[config.mk]
export PLATFORM = sky130hd
export DESIGN_NAME = iso8601_to_epoch_ms_parser_top
export DESIGN_NICKNAME = d
export VERILOG_FILES = /design/src/rtl/core/isoep_pkg.sv /design/src/rtl/core/iso8601_to_epoch_ms_parser_top.sv
export SDC_FILE = /design/constraint.sdc
export NUM_CORES = 2
export LEC_CHECK = 0
export CAP_MARGIN = 25
export CORE_ASPECT_RATIO = 1.1
export CORE_UTILIZATION = 48
export CTS_BUF_LIST = sky130_fd_sc_hd__clkbuf_16
export DETAILED_ROUTE_END_ITERATION = 10
export DONT_BUFFER_PORTS = 1
export SYNTH_ARGS = -nofsm -noshare
export SYNTH_HDL_FRONTEND = slang
export SYNTH_SLANG_ARGS = --single-unit
[constraint.sdc]
create_clock -name clk -period 35.7 [get_ports clk]
set_clock_uncertainty 0.05 [all_clocks]
set_input_delay 3.57 -clock clk [delete_from_list [all_inputs] [get_ports clk]]
set_output_delay 3.57 -clock clk [all_outputs]
set_load 0.005 [all_outputs]
[src/rtl/core/isoep_pkg.sv]
// Package: shared codes, constants and calendar tables for the ISO 8601 timestamp parser.
`timescale 1ns / 1ps
package isoep_pkg;

    localparam logic [3:0] ERR_OK           = 4'd0;
    localparam logic [3:0] ERR_FORM         = 4'd1;
    localparam logic [3:0] ERR_DIGIT        = 4'd2;
    localparam logic [3:0] ERR_RANGE        = 4'd3;
    localparam logic [3:0] ERR_EMPTY_FRAC   = 4'd4;
    localparam logic [3:0] ERR_ZONE_RANGE   = 4'd5;
    localparam logic [3:0] ERR_NO_ZONE      = 4'd6;
    localparam logic [3:0] ERR_TRAILING     = 4'd7;
    localparam logic [3:0] ERR_BEFORE_EPOCH = 4'd8;

    localparam logic [2:0] PH_OPEN = 3'd0;
    localparam logic [2:0] PH_FRAC = 3'd1;
    localparam logic [2:0] PH_ZONE = 3'd2;
    localparam logic [2:0] PH_DONE = 3'd3;
    localparam logic [2:0] PH_ERR  = 3'd4;

    localparam logic [4:0] FIXED_LEN = 5'd19;
    localparam logic [4:0] POS_Y_M   = 5'd4;
    localparam logic [4:0] POS_M_D   = 5'd7;
    localparam logic [4:0] POS_T     = 5'd10;
    localparam logic [4:0] POS_H_M   = 5'd13;
    localparam logic [4:0] POS_M_S   = 5'd16;

    localparam logic [7:0] CH_ZERO  = 8'h30;
    localparam logic [7:0] CH_NINE  = 8'h39;
    localparam logic [7:0] CH_DASH  = 8'h2D;
    localparam logic [7:0] CH_PLUS  = 8'h2B;
    localparam logic [7:0] CH_COLON = 8'h3A;
    localparam logic [7:0] CH_DOT   = 8'h2E;
    localparam logic [7:0] CH_T     = 8'h54;
    localparam logic [7:0] CH_Z     = 8'h5A;

    localparam logic [14:0] YEAR_SHIFT  = 15'd399;
    localparam logic [15:0] EPOCH_YEAR  = 16'd1970;
    localparam logic [16:0] LEAP_BIAS   = 17'd574;
    localparam logic [10:0] RECIP_25    = 11'd1311;
    localparam int          RECIP_SHIFT = 15;

    localparam logic [9:0] MUL_YEAR = 10'd365;
    localparam logic [9:0] MUL_HOUR = 10'd24;
    localparam logic [9:0] MUL_SIXTY = 10'd60;
    localparam logic [9:0] MUL_MS   = 10'd1000;

    typedef enum logic [7:0] {
        ST_SCAN  = 8'b0000_0001,
        ST_CHECK = 8'b0000_0010,
        ST_DAYS  = 8'b0000_0100,
        ST_HOUR  = 8'b0000_1000,
        ST_MIN   = 8'b0001_0000,
        ST_SEC   = 8'b0010_0000,
        ST_MS    = 8'b0100_0000,
        ST_DONE  = 8'b1000_0000
    } state_t;

    function automatic logic [8:0] cum_days(input logic [6:0] month);
        logic [8:0] r;
        begin
            case (month)
                7'd1: r = 9'd0;
                7'd2: r = 9'd31;
                7'd3: r = 9'd59;
                7'd4: r = 9'd90;
                7'd5: r = 9'd120;
                7'd6: r = 9'd151;
                7'd7: r = 9'd181;
                7'd8: r = 9'd212;
                7'd9: r = 9'd243;
                7'd10: r = 9'd273;
                7'd11: r = 9'd304;
                7'd12: r = 9'd334;
                default: r = 9'd0;
            endcase
            return r;
        end
    endfunction

    function automatic logic [4:0] month_len(input logic [6:0] month, input logic leap);
        logic [4:0] r;
        begin
            case (month)
                7'd2: r = leap ? 5'd29 : 5'd28;
                7'd4, 7'd6, 7'd9, 7'd11: r = 5'd30;
                7'd1, 7'd3, 7'd5, 7'd7, 7'd8, 7'd10, 7'd12: r = 5'd31;
                default: r = 5'd0;
            endcase
            return r;
        end
    endfunction

endpackage

[src/rtl/core/iso8601_to_epoch_ms_parser_top.sv]
// Top level: streaming ISO 8601 timestamp parser giving Unix epoch milliseconds.
//
// Usage: feed one ASCII character per transaction on char_code with in_valid/in_ready;
// mark the final character of a string with is_last. Each string gives one result
// transaction on epoch_ms/error_code with out_valid/out_ready.
// Throughput: one character per cycle while scanning. After the last character the
// block drops in_ready, runs the checks and, on success, makes five passes through the
// shared multiply-accumulate unit (days, hours, minutes, seconds, milliseconds).
// Last it loads the output register; a string that fails a check skips the passes.
// Stall: the result waits in the output register; scanning of the next string
// proceeds meanwhile, and the block holds in the final state only when a second
// result is ready while the first has not been taken.
// Reset: rst_n clears the parser state and the output valid; the block then
// expects the first character of a new string.
// Errors give epoch_ms of zero and the first failing check as error_code.
`timescale 1ns / 1ps
module iso8601_to_epoch_ms_parser_top (
    input  logic        clk,
    input  logic        rst_n,
    input  logic [7:0]  char_code,
    input  logic        is_last,
    input  logic        in_valid,
    output logic        in_ready,
    output logic [47:0] epoch_ms,
    output logic [3:0]  error_code,
    output logic        out_valid,
    input  logic        out_ready
);

    isoep_pkg::state_t state_reg, state_next;

    logic [4:0]  fixed_index_reg, fixed_index_next;
    logic [2:0]  suffix_phase_reg, suffix_phase_next;
    logic [2:0]  suffix_offset_reg, suffix_offset_next;
    logic [13:0] year_reg, year_next;
    logic [6:0]  month_reg, month_next;
    logic [6:0]  day_reg, day_next;
    logic [6:0]  hour_reg, hour_next;
    logic [6:0]  minute_reg, minute_next;
    logic [6:0]  second_reg, second_next;
    logic [9:0]  milli_reg, milli_next;
    logic [1:0]  frac_digits_reg, frac_digits_next;
    logic        zone_neg_reg, zone_neg_next;
    logic [6:0]  zone_hour_reg, zone_hour_next;
    logic [6:0]  zone_minute_reg, zone_minute_next;
    logic [7:0]  error_flags_reg, error_flags_next;

    logic signed [49:0] acc_reg, acc_next;
    logic signed [16:0] extra_reg, min_add_reg;
    logic [9:0]         milli_pad_reg;
    logic [3:0]         code_reg;

    logic        out_valid_reg;
    logic [47:0] epoch_ms_reg;
    logic [3:0]  error_code_reg;

    logic        in_fire, out_free;
    logic        is_dig;
    logic [3:0]  dig;

    // scan datapath
    always_comb
    begin
        fixed_index_next   = fixed_index_reg;
        suffix_phase_next  = suffix_phase_reg;
        suffix_offset_next = suffix_offset_reg;
        year_next          = year_reg;
        month_next         = month_reg;
        day_next           = day_reg;
        hour_next          = hour_reg;
        minute_next        = minute_reg;
        second_next        = second_reg;
        milli_next         = milli_reg;
        frac_digits_next   = frac_digits_reg;
        zone_neg_next      = zone_neg_reg;
        zone_hour_next     = zone_hour_reg;
        zone_minute_next   = zone_minute_reg;
        error_flags_next   = error_flags_reg;
        is_dig = (char_code >= isoep_pkg::CH_ZERO) && (char_code <= isoep_pkg::CH_NINE);
        dig    = 4'(char_code - isoep_pkg::CH_ZERO);
        if (fixed_index_reg < isoep_pkg::FIXED_LEN)
        begin
            fixed_index_next = fixed_index_reg + 5'd1;
            if (fixed_index_reg == isoep_pkg::POS_Y_M || fixed_index_reg == isoep_pkg::POS_M_D)
            begin
                if (char_code != isoep_pkg::CH_DASH)
                    error_flags_next[0] = 1'b1;
            end
            else if (fixed_index_reg == isoep_pkg::POS_T)
            begin
                if (char_code != isoep_pkg::CH_T)
                    error_flags_next[0] = 1'b1;
            end
            else if (fixed_index_reg == isoep_pkg::POS_H_M
                     || fixed_index_reg == isoep_pkg::POS_M_S)
            begin
                if (char_code != isoep_pkg::CH_COLON)
                    error_flags_next[0] = 1'b1;
            end
            else if (!is_dig)
                error_flags_next[1] = 1'b1;
            else if (fixed_index_reg < isoep_pkg::POS_Y_M)
                year_next = 14'(year_reg * 10 + dig);
            else if (fixed_index_reg < isoep_pkg::POS_M_D)
                month_next = 7'(month_reg * 10 + dig);
            else if (fixed_index_reg < isoep_pkg::POS_T)
                day_next = 7'(day_reg * 10 + dig);
            else if (fixed_index_reg < isoep_pkg::POS_H_M)
                hour_next = 7'(hour_reg * 10 + dig);
            else if (fixed_index_reg < isoep_pkg::POS_M_S)
                minute_next = 7'(minute_reg * 10 + dig);
            else
                second_next = 7'(second_reg * 10 + dig);
        end
        else
        begin
            case (suffix_phase_reg)
                isoep_pkg::PH_OPEN, isoep_pkg::PH_FRAC:
                begin
                    if (suffix_phase_reg == isoep_pkg::PH_OPEN && char_code == isoep_pkg::CH_DOT)
                    begin
                        suffix_phase_next = isoep_pkg::PH_FRAC;
                        frac_digits_next  = 2'd0;
                    end
                    else if (suffix_phase_reg == isoep_pkg::PH_FRAC && is_dig)
                    begin
                        if (frac_digits_reg != 2'd3)
                        begin
                            milli_next       = 10'(milli_reg * 10 + dig);
                            frac_digits_next = frac_digits_reg + 2'd1;
                        end
                    end
                    else if (suffix_phase_reg == isoep_pkg::PH_FRAC && frac_digits_reg == 2'd0)
                    begin
                        error_flags_next[7:4] = isoep_pkg::ERR_EMPTY_FRAC;
                        suffix_phase_next     = isoep_pkg::PH_ERR;
                    end
                    else if (char_code == isoep_pkg::CH_Z)
                        suffix_phase_next = isoep_pkg::PH_DONE;
                    else if (char_code == isoep_pkg::CH_PLUS || char_code == isoep_pkg::CH_DASH)
                    begin
                        suffix_phase_next  = isoep_pkg::PH_ZONE;
                        suffix_offset_next = 3'd0;
                        zone_neg_next      = (char_code == isoep_pkg::CH_DASH);
                    end
                    else
                    begin
                        error_flags_next[7:4] = isoep_pkg::ERR_NO_ZONE;
                        suffix_phase_next     = isoep_pkg::PH_ERR;
                    end
                end
                isoep_pkg::PH_ZONE:
                begin
                    suffix_offset_next = suffix_offset_reg + 3'd1;
                    if (suffix_offset_next == 3'd3)
                    begin
                        if (char_code != isoep_pkg::CH_COLON)
                        begin
                            error_flags_next[7:4] = isoep_pkg::ERR_NO_ZONE;
                            suffix_phase_next     = isoep_pkg::PH_ERR;
                        end
                    end
                    else if (!is_dig)
                        error_flags_next[2] = 1'b1;
                    else if (suffix_offset_next <= 3'd2)
                        zone_hour_next = 7'(zone_hour_reg * 10 + dig);
                    else
                        zone_minute_next = 7'(zone_minute_reg * 10 + dig);
                    if (suffix_offset_next == 3'd5)
                    begin
                        if (error_flags_next[2])
                        begin
                            error_flags_next[7:4] = isoep_pkg::ERR_DIGIT;
                            suffix_phase_next     = isoep_pkg::PH_ERR;
                        end
                        else if (zone_hour_next > 7'd23 || zone_minute_next > 7'd59)
                        begin
                            error_flags_next[7:4] = isoep_pkg::ERR_ZONE_RANGE;
                            suffix_phase_next     = isoep_pkg::PH_ERR;
                        end
                        else
                            suffix_phase_next = isoep_pkg::PH_DONE;
                    end
                end
                isoep_pkg::PH_DONE:
                begin
                    error_flags_next[7:4] = isoep_pkg::ERR_TRAILING;
                    suffix_phase_next     = isoep_pkg::PH_ERR;
                end
                default:
                begin
                end
            endcase
        end
    end

    // calendar checks and day offset
    logic [11:0] yq_in;
    logic [22:0] yq_prod;
    logic [6:0]  y_div100;
    logic [11:0] y_rem25;
    logic        div4, div100, div400, leap;
    logic [14:0] n_shift;
    logic [12:0] n_div4;
    logic [23:0] nq_prod;
    logic [6:0]  n_div100;
    logic [16:0] leaps_n;
    logic        range_bad;
    logic [3:0]  check_code;
    logic [16:0] extra_val;
    logic [12:0] zone_off;
    logic [9:0]  milli_pad;

    always_comb
    begin
        yq_in    = year_reg[13:2];
        yq_prod  = 23'(yq_in * isoep_pkg::RECIP_25);
        y_div100 = 7'(yq_prod >> isoep_pkg::RECIP_SHIFT);
        y_rem25  = 12'(yq_in - 12'(y_div100 * 25));
        div4     = (year_reg[1:0] == 2'd0);
        div100   = div4 && (y_rem25 == 12'd0);
        div400   = div100 && (y_div100[1:0] == 2'd0);
        leap     = (div4 && !div100) || div400;

        n_shift  = {1'b0, year_reg} + isoep_pkg::YEAR_SHIFT;
        n_div4   = n_shift[14:2];
        nq_prod  = 24'(n_div4 * isoep_pkg::RECIP_25);
        n_div100 = 7'(nq_prod >> isoep_pkg::RECIP_SHIFT);
        leaps_n  = 17'(n_div4) - 17'(n_div100) + 17'(n_div100[6:2]);

        extra_val = leaps_n - isoep_pkg::LEAP_BIAS + 17'(isoep_pkg::cum_days(month_reg))
                    + 17'(leap && month_reg > 7'd2) + 17'(day_reg) - 17'd1;

        range_bad = month_reg < 7'd1 || month_reg > 7'd12 || day_reg < 7'd1
                    || day_reg > 7'(isoep_pkg::month_len(month_reg, leap))
                    || hour_reg > 7'd23 || minute_reg > 7'd59 || second_reg > 7'd60;

        if (fixed_index_reg < isoep_pkg::FIXED_LEN || error_flags_reg[0]
            || suffix_phase_reg == isoep_pkg::PH_OPEN)
            check_code = isoep_pkg::ERR_FORM;
        else if (error_flags_reg[1])
            check_code = isoep_pkg::ERR_DIGIT;
        else if (range_bad)
            check_code = isoep_pkg::ERR_RANGE;
        else if (suffix_phase_reg == isoep_pkg::PH_ERR)
            check_code = error_flags_reg[7:4];
        else if (suffix_phase_reg == isoep_pkg::PH_FRAC)
            check_code = (frac_digits_reg == 2'd0) ? isoep_pkg::ERR_EMPTY_FRAC
                                                   : isoep_pkg::ERR_NO_ZONE;
        else if (suffix_phase_reg == isoep_pkg::PH_ZONE)
            check_code = isoep_pkg::ERR_NO_ZONE;
        else
            check_code = isoep_pkg::ERR_OK;

        zone_off = 13'(zone_hour_reg * 60) + 13'(zone_minute_reg);
        case (frac_digits_reg)
            2'd1: milli_pad = 10'(milli_reg * 100);
            2'd2: milli_pad = 10'(milli_reg * 10);
            default: milli_pad = milli_reg;
        endcase
    end

    // shared multiply-accumulate unit
    logic [9:0]         mul_op;
    logic signed [16:0] add_op;
    logic signed [60:0] prod;

    always_comb
    begin
        case (state_reg)
            isoep_pkg::ST_DAYS:
            begin
                mul_op = isoep_pkg::MUL_YEAR;
                add_op = extra_reg;
            end
            isoep_pkg::ST_HOUR:
            begin
                mul_op = isoep_pkg::MUL_HOUR;
                add_op = signed'(17'(hour_reg));
            end
            isoep_pkg::ST_MIN:
            begin
                mul_op = isoep_pkg::MUL_SIXTY;
                add_op = min_add_reg;
            end
            isoep_pkg::ST_SEC:
            begin
                mul_op = isoep_pkg::MUL_SIXTY;
                add_op = signed'(17'(second_reg));
            end
            default:
            begin
                mul_op = isoep_pkg::MUL_MS;
                add_op = signed'(17'(milli_pad_reg));
            end
        endcase
        prod     = acc_reg * signed'({1'b0, mul_op});
        acc_next = prod[49:0] + {{33{add_op[16]}}, add_op};
    end

    assign in_ready = (state_reg == isoep_pkg::ST_SCAN);
    assign in_fire  = in_valid && in_ready;
    assign out_free = !out_valid_reg || out_ready;

    always_comb
    begin
        state_next = state_reg;
        case (state_reg)
            isoep_pkg::ST_SCAN:  if (in_fire && is_last) state_next = isoep_pkg::ST_CHECK;
            isoep_pkg::ST_CHECK: state_next = (check_code == isoep_pkg::ERR_OK)
                                              ? isoep_pkg::ST_DAYS : isoep_pkg::ST_DONE;
            isoep_pkg::ST_DAYS:  state_next = isoep_pkg::ST_HOUR;
            isoep_pkg::ST_HOUR:  state_next = isoep_pkg::ST_MIN;
            isoep_pkg::ST_MIN:   state_next = isoep_pkg::ST_SEC;
            isoep_pkg::ST_SEC:   state_next = isoep_pkg::ST_MS;
            isoep_pkg::ST_MS:    state_next = isoep_pkg::ST_DONE;
            isoep_pkg::ST_DONE:  if (out_free) state_next = isoep_pkg::ST_SCAN;
            default:             state_next = isoep_pkg::ST_SCAN;
        endcase
    end

    logic       clear_parse;
    logic [3:0] final_code;

    assign clear_parse = (state_reg == isoep_pkg::ST_DONE) && out_free;
    assign final_code  = (code_reg == isoep_pkg::ERR_OK && acc_reg < 0)
                         ? isoep_pkg::ERR_BEFORE_EPOCH : code_reg;

    always_ff @(posedge clk or negedge rst_n)
    begin
        if (!rst_n)
        begin
            state_reg         <= isoep_pkg::ST_SCAN;
            fixed_index_reg   <= '0;
            suffix_phase_reg  <= isoep_pkg::PH_OPEN;
            suffix_offset_reg <= '0;
            year_reg          <= '0;
            month_reg         <= '0;
            day_reg           <= '0;
            hour_reg          <= '0;
            minute_reg        <= '0;
            second_reg        <= '0;
            milli_reg         <= '0;
            frac_digits_reg   <= '0;
            zone_neg_reg      <= 1'b0;
            zone_hour_reg     <= '0;
            zone_minute_reg   <= '0;
            error_flags_reg   <= '0;
            out_valid_reg     <= 1'b0;
        end
        else
        begin
            state_reg <= state_next;
            if (clear_parse)
            begin
                fixed_index_reg   <= '0;
                suffix_phase_reg  <= isoep_pkg::PH_OPEN;
                suffix_offset_reg <= '0;
                year_reg          <= '0;
                month_reg         <= '0;
                day_reg           <= '0;
                hour_reg          <= '0;
                minute_reg        <= '0;
                second_reg        <= '0;
                milli_reg         <= '0;
                frac_digits_reg   <= '0;
                zone_neg_reg      <= 1'b0;
                zone_hour_reg     <= '0;
                zone_minute_reg   <= '0;
                error_flags_reg   <= '0;
            end
            else if (in_fire)
            begin
                fixed_index_reg   <= fixed_index_next;
                suffix_phase_reg  <= suffix_phase_next;
                suffix_offset_reg <= suffix_offset_next;
                year_reg          <= year_next;
                month_reg         <= month_next;
                day_reg           <= day_next;
                hour_reg          <= hour_next;
                minute_reg        <= minute_next;
                second_reg        <= second_next;
                milli_reg         <= milli_next;
                frac_digits_reg   <= frac_digits_next;
                zone_neg_reg      <= zone_neg_next;
                zone_hour_reg     <= zone_hour_next;
                zone_minute_reg   <= zone_minute_next;
                error_flags_reg   <= error_flags_next;
            end
            if (clear_parse)
                out_valid_reg <= 1'b1;
            else if (out_ready)
                out_valid_reg <= 1'b0;
        end
    end

    always_ff @(posedge clk)
    begin
        if (state_reg == isoep_pkg::ST_CHECK)
        begin
            code_reg      <= check_code;
            acc_reg       <= 50'(signed'({2'b00, year_reg}) - signed'(isoep_pkg::EPOCH_YEAR));
            extra_reg     <= signed'(extra_val);
            milli_pad_reg <= milli_pad;
            min_add_reg   <= zone_neg_reg ? signed'(17'(minute_reg) + 17'(zone_off))
                                          : signed'(17'(minute_reg) - 17'(zone_off));
        end
        else if (state_reg != isoep_pkg::ST_SCAN && state_reg != isoep_pkg::ST_DONE)
            acc_reg <= acc_next;
        if (clear_parse)
        begin
            error_code_reg <= final_code;
            epoch_ms_reg   <= (final_code == isoep_pkg::ERR_OK) ? acc_reg[47:0] : 48'd0;
        end
    end

    assign out_valid  = out_valid_reg;
    assign epoch_ms   = epoch_ms_reg;
    assign error_code = error_code_reg;

    a_onehot_state: assert property (@(posedge clk) disable iff (!rst_n) $onehot(state_reg))
        else $error("state register not one-hot");
    a_busy_after_last: assert property (@(posedge clk) disable iff (!rst_n)
        in_valid && in_ready && is_last |=> !in_ready)
        else $error("input accepted during result computation");
    a_err_zero_ms: assert property (@(posedge clk) disable iff (!rst_n)
        out_valid && error_code != isoep_pkg::ERR_OK |-> epoch_ms == 48'd0)
        else $error("nonzero epoch with error code");
    a_index_bound: assert property (@(posedge clk) disable iff (!rst_n)
        fixed_index_reg <= isoep_pkg::FIXED_LEN)
        else $error("fixed index past end of fixed part");

endmodule

==> summary.md <==
| Metric | Value |
|---|---|
| Initial Util | 0.4857 |
| Total clock sinks | 251 |
| Top cell type's share of synthesized area | 0.2580 |
| Postcts setup bufs | 0 |
| Share of flip-flops with an asynchronous set or reset | 0.4104 |
| Synth cell types | 92 |
| CP top delay family | adder cells |
| Setup WS post-layout | 23210 ps |
| Max Root-Sink Buffers | 3 |
| # diodes | 0 |
| Post-cts hold buffer count | 0 |
| Ys flop type | edfxtp_1 |
| First-pass GRT wire length | 150.4 mm |
| Status | complete, no violations |
| Fill cells | 7404 |
| # setup viols final | 0 |
| Overflow after GRT | 0 |
| Setup CP Type | flip-flop to flip-flop |
| Worst Hold Class | flip-flop to flip-flop |
| Resize count post-CTS | 0 |
| Largest register FFs | 50 |
| Post-DR vias/cell | 5.242 |
| Synth Instances | 3960 |
| Antenna-violating nets left | 0 |
| Mean Syn Cell Area | 9.679 um2 |
| Setup TNS | 0 ps |
| Vias in the first global route | 28.14k |
| 1st-pass router iterations | 5 |
| Most frequent cells in the layout | 815 x inv_1, 545 x ha_1, 494 x fa_1 |
| Startpoint Class | flip-flop |
| Clock root cell | clkbuf_16 |
| Final net count | 4979 |
| CP max-delay cell | dfrtp_1 |
| Drt wl/cell | 17.71 um |
| Commonest non-fill, non-tap cell in the layout | inv_1 |
| Yosys reg bits | 251 |
| Initial DRC count | 1216 |
| Largest cells by area after synthesis | fa_1 26%, ha_1 18%, edfxtp_1 12%, inv_1 8.0%, dfrtp_1 6.7% |
| CTS H-tree lvls | 2 |
| Synth area leader | fa_1 |
| Post-synth EDFFs | 148 |
| CTS tree | yes |
| Residual DRC | 0 |
| Core region area | 78920 um2 |
| Slowest stage delay, CP | 650 ps |
| Max-cap violations | 0 |
| GRT Overall Usage | 0.2316 |
| Top Ports | 67 |
| Die ar. | 80990 um2 |
| Final HPWL DP | 70.16 mm |
| Dpl ws | 23220 ps |
| Die width | 271.4 um |
| Layout cells sized above 1 | 0.03668 |
| Critical path arrival | 12760 ps |
| Rows | 108 |
| Height of the die | 298.4 um |
| P&R area growth vs syn | 5.964% |
| Setup crit end kind | flip-flop |
| Relative slew slack | 0.3673 |
| Pins Over Slew Limit | 0 |
| RSZ-0062 raised after global routing | false |
| Post-Syn Nets | 5012 |
| Inserted Clock Buffers | 35 |
| Pin count of the biggest net entering global routing | 104 |
| Syn Std Cell Area | 38330 um2 |
| Vias | 26.20k |
| Maximum clock frequency | 80.07 MHz |
| Worst skew pair latency | 580 ps |
| Yosys warns | 0 |
| Worst-path maximum fanout | 10 |
| Input/output buffers | 0 |
| Hold Fails Final Rpt | 0 |
| Post-route minimum period | 12490 ps |
| CP required | 35970 ps |
| Crit path buffers/inverters | 7 |
| Clk pin slew, worst setup/hold paths | 60 ps |
| Utilization after layout | 0.5147 |
| GPL Wtd Cong | 0.8576 |
| Final WL | 88.52 mm |
| Sequential area share after synthesis | 0.1832 |
| Slew @ Worst Pin | 942.3 ps |
| Antenna violations before repair | 0 |
| Tcrit/Tclk final | 0.3498 |
==> Yosys cell counts (all sizes together), types with 27 or more instances <==
cell type and instances:
and2 278, xor2 59, nor2 140, nor3 36, xnor2 195, clkbuf 78, o31ai 27, nand2 175
inv 815, fa 494, edfxtp 148, o21ai 177, ha 545, a21o 68, nor2b 87, nand3 58
a21oi 145, dfrtp 102
==> cell type report <==
type	instances	area, um2	area share
sequential	251	7023	0.1729
timing repair buffer	27	202.7	0.004991
clock inverter	27	216.5	0.005330
tap	1045	1308	0.03219
clock buffer	36	900.9	0.02218
multi-input combinational	2797	27900	0.6870
inverter	815	3063	0.07542
==> worst paths after layout <==
path | slack, ps | cells past startpoint | endpoint | from
setup / recovery | 23210 | 48 | extra_reg[14] | year_reg[9]
hold / removal | 410 | 0 | error_code[2] | code_reg[2]
setup reg to reg | 23210 | 48 | extra_reg[14] | year_reg[9]
hold reg to reg | 410 | 0 | error_code[2] | code_reg[2]
max in group asynchronous | 32710 | 0 | year_reg[5] | rst_n
min in group asynchronous | 2640 | 0 | zone_hour_reg[2] | rst_n
==> per-stage QoR <==
stage,area [um2],hold WS [ps],std cells
after global placement,39500,399.3,4935
final,40610,412.0,4998
after global routing,40610,418.2,4998
after CTS,40610,411.4,4998
after floorplan,38330,413.9,3960
after detailed placement,39500,397.0,4935
==> routing by layer <==
| layer | GRT usage | wire, um |
|---|---|---|
| met3 | 0.02346 | 2491 |
| met2 | 0.4082 | 44500 |
| met5 | 0 | 0 |
| met4 | 0.04387 | 1598 |
| met1 | 0.3094 | 39930 |
==> cell families (layout without fill, tap and decap cells) <==
group	count (synthesis)	count (layout)	synth area share
DFF	251	251	0.1832
buffers and inverters	912	905	0.08984
and+or+nand+nor	897	897	0.1269
muxes	27	27	0.007541
AOI/OAI and AO/OA	580	580	0.09855
xor gates and xnor gates	254	254	0.05804
adders and majority gates	1039	1039	0.4359
Power is not shown: default switching activity piles up to over one toggle a cycle in this logic, so the estimate is an artifact.
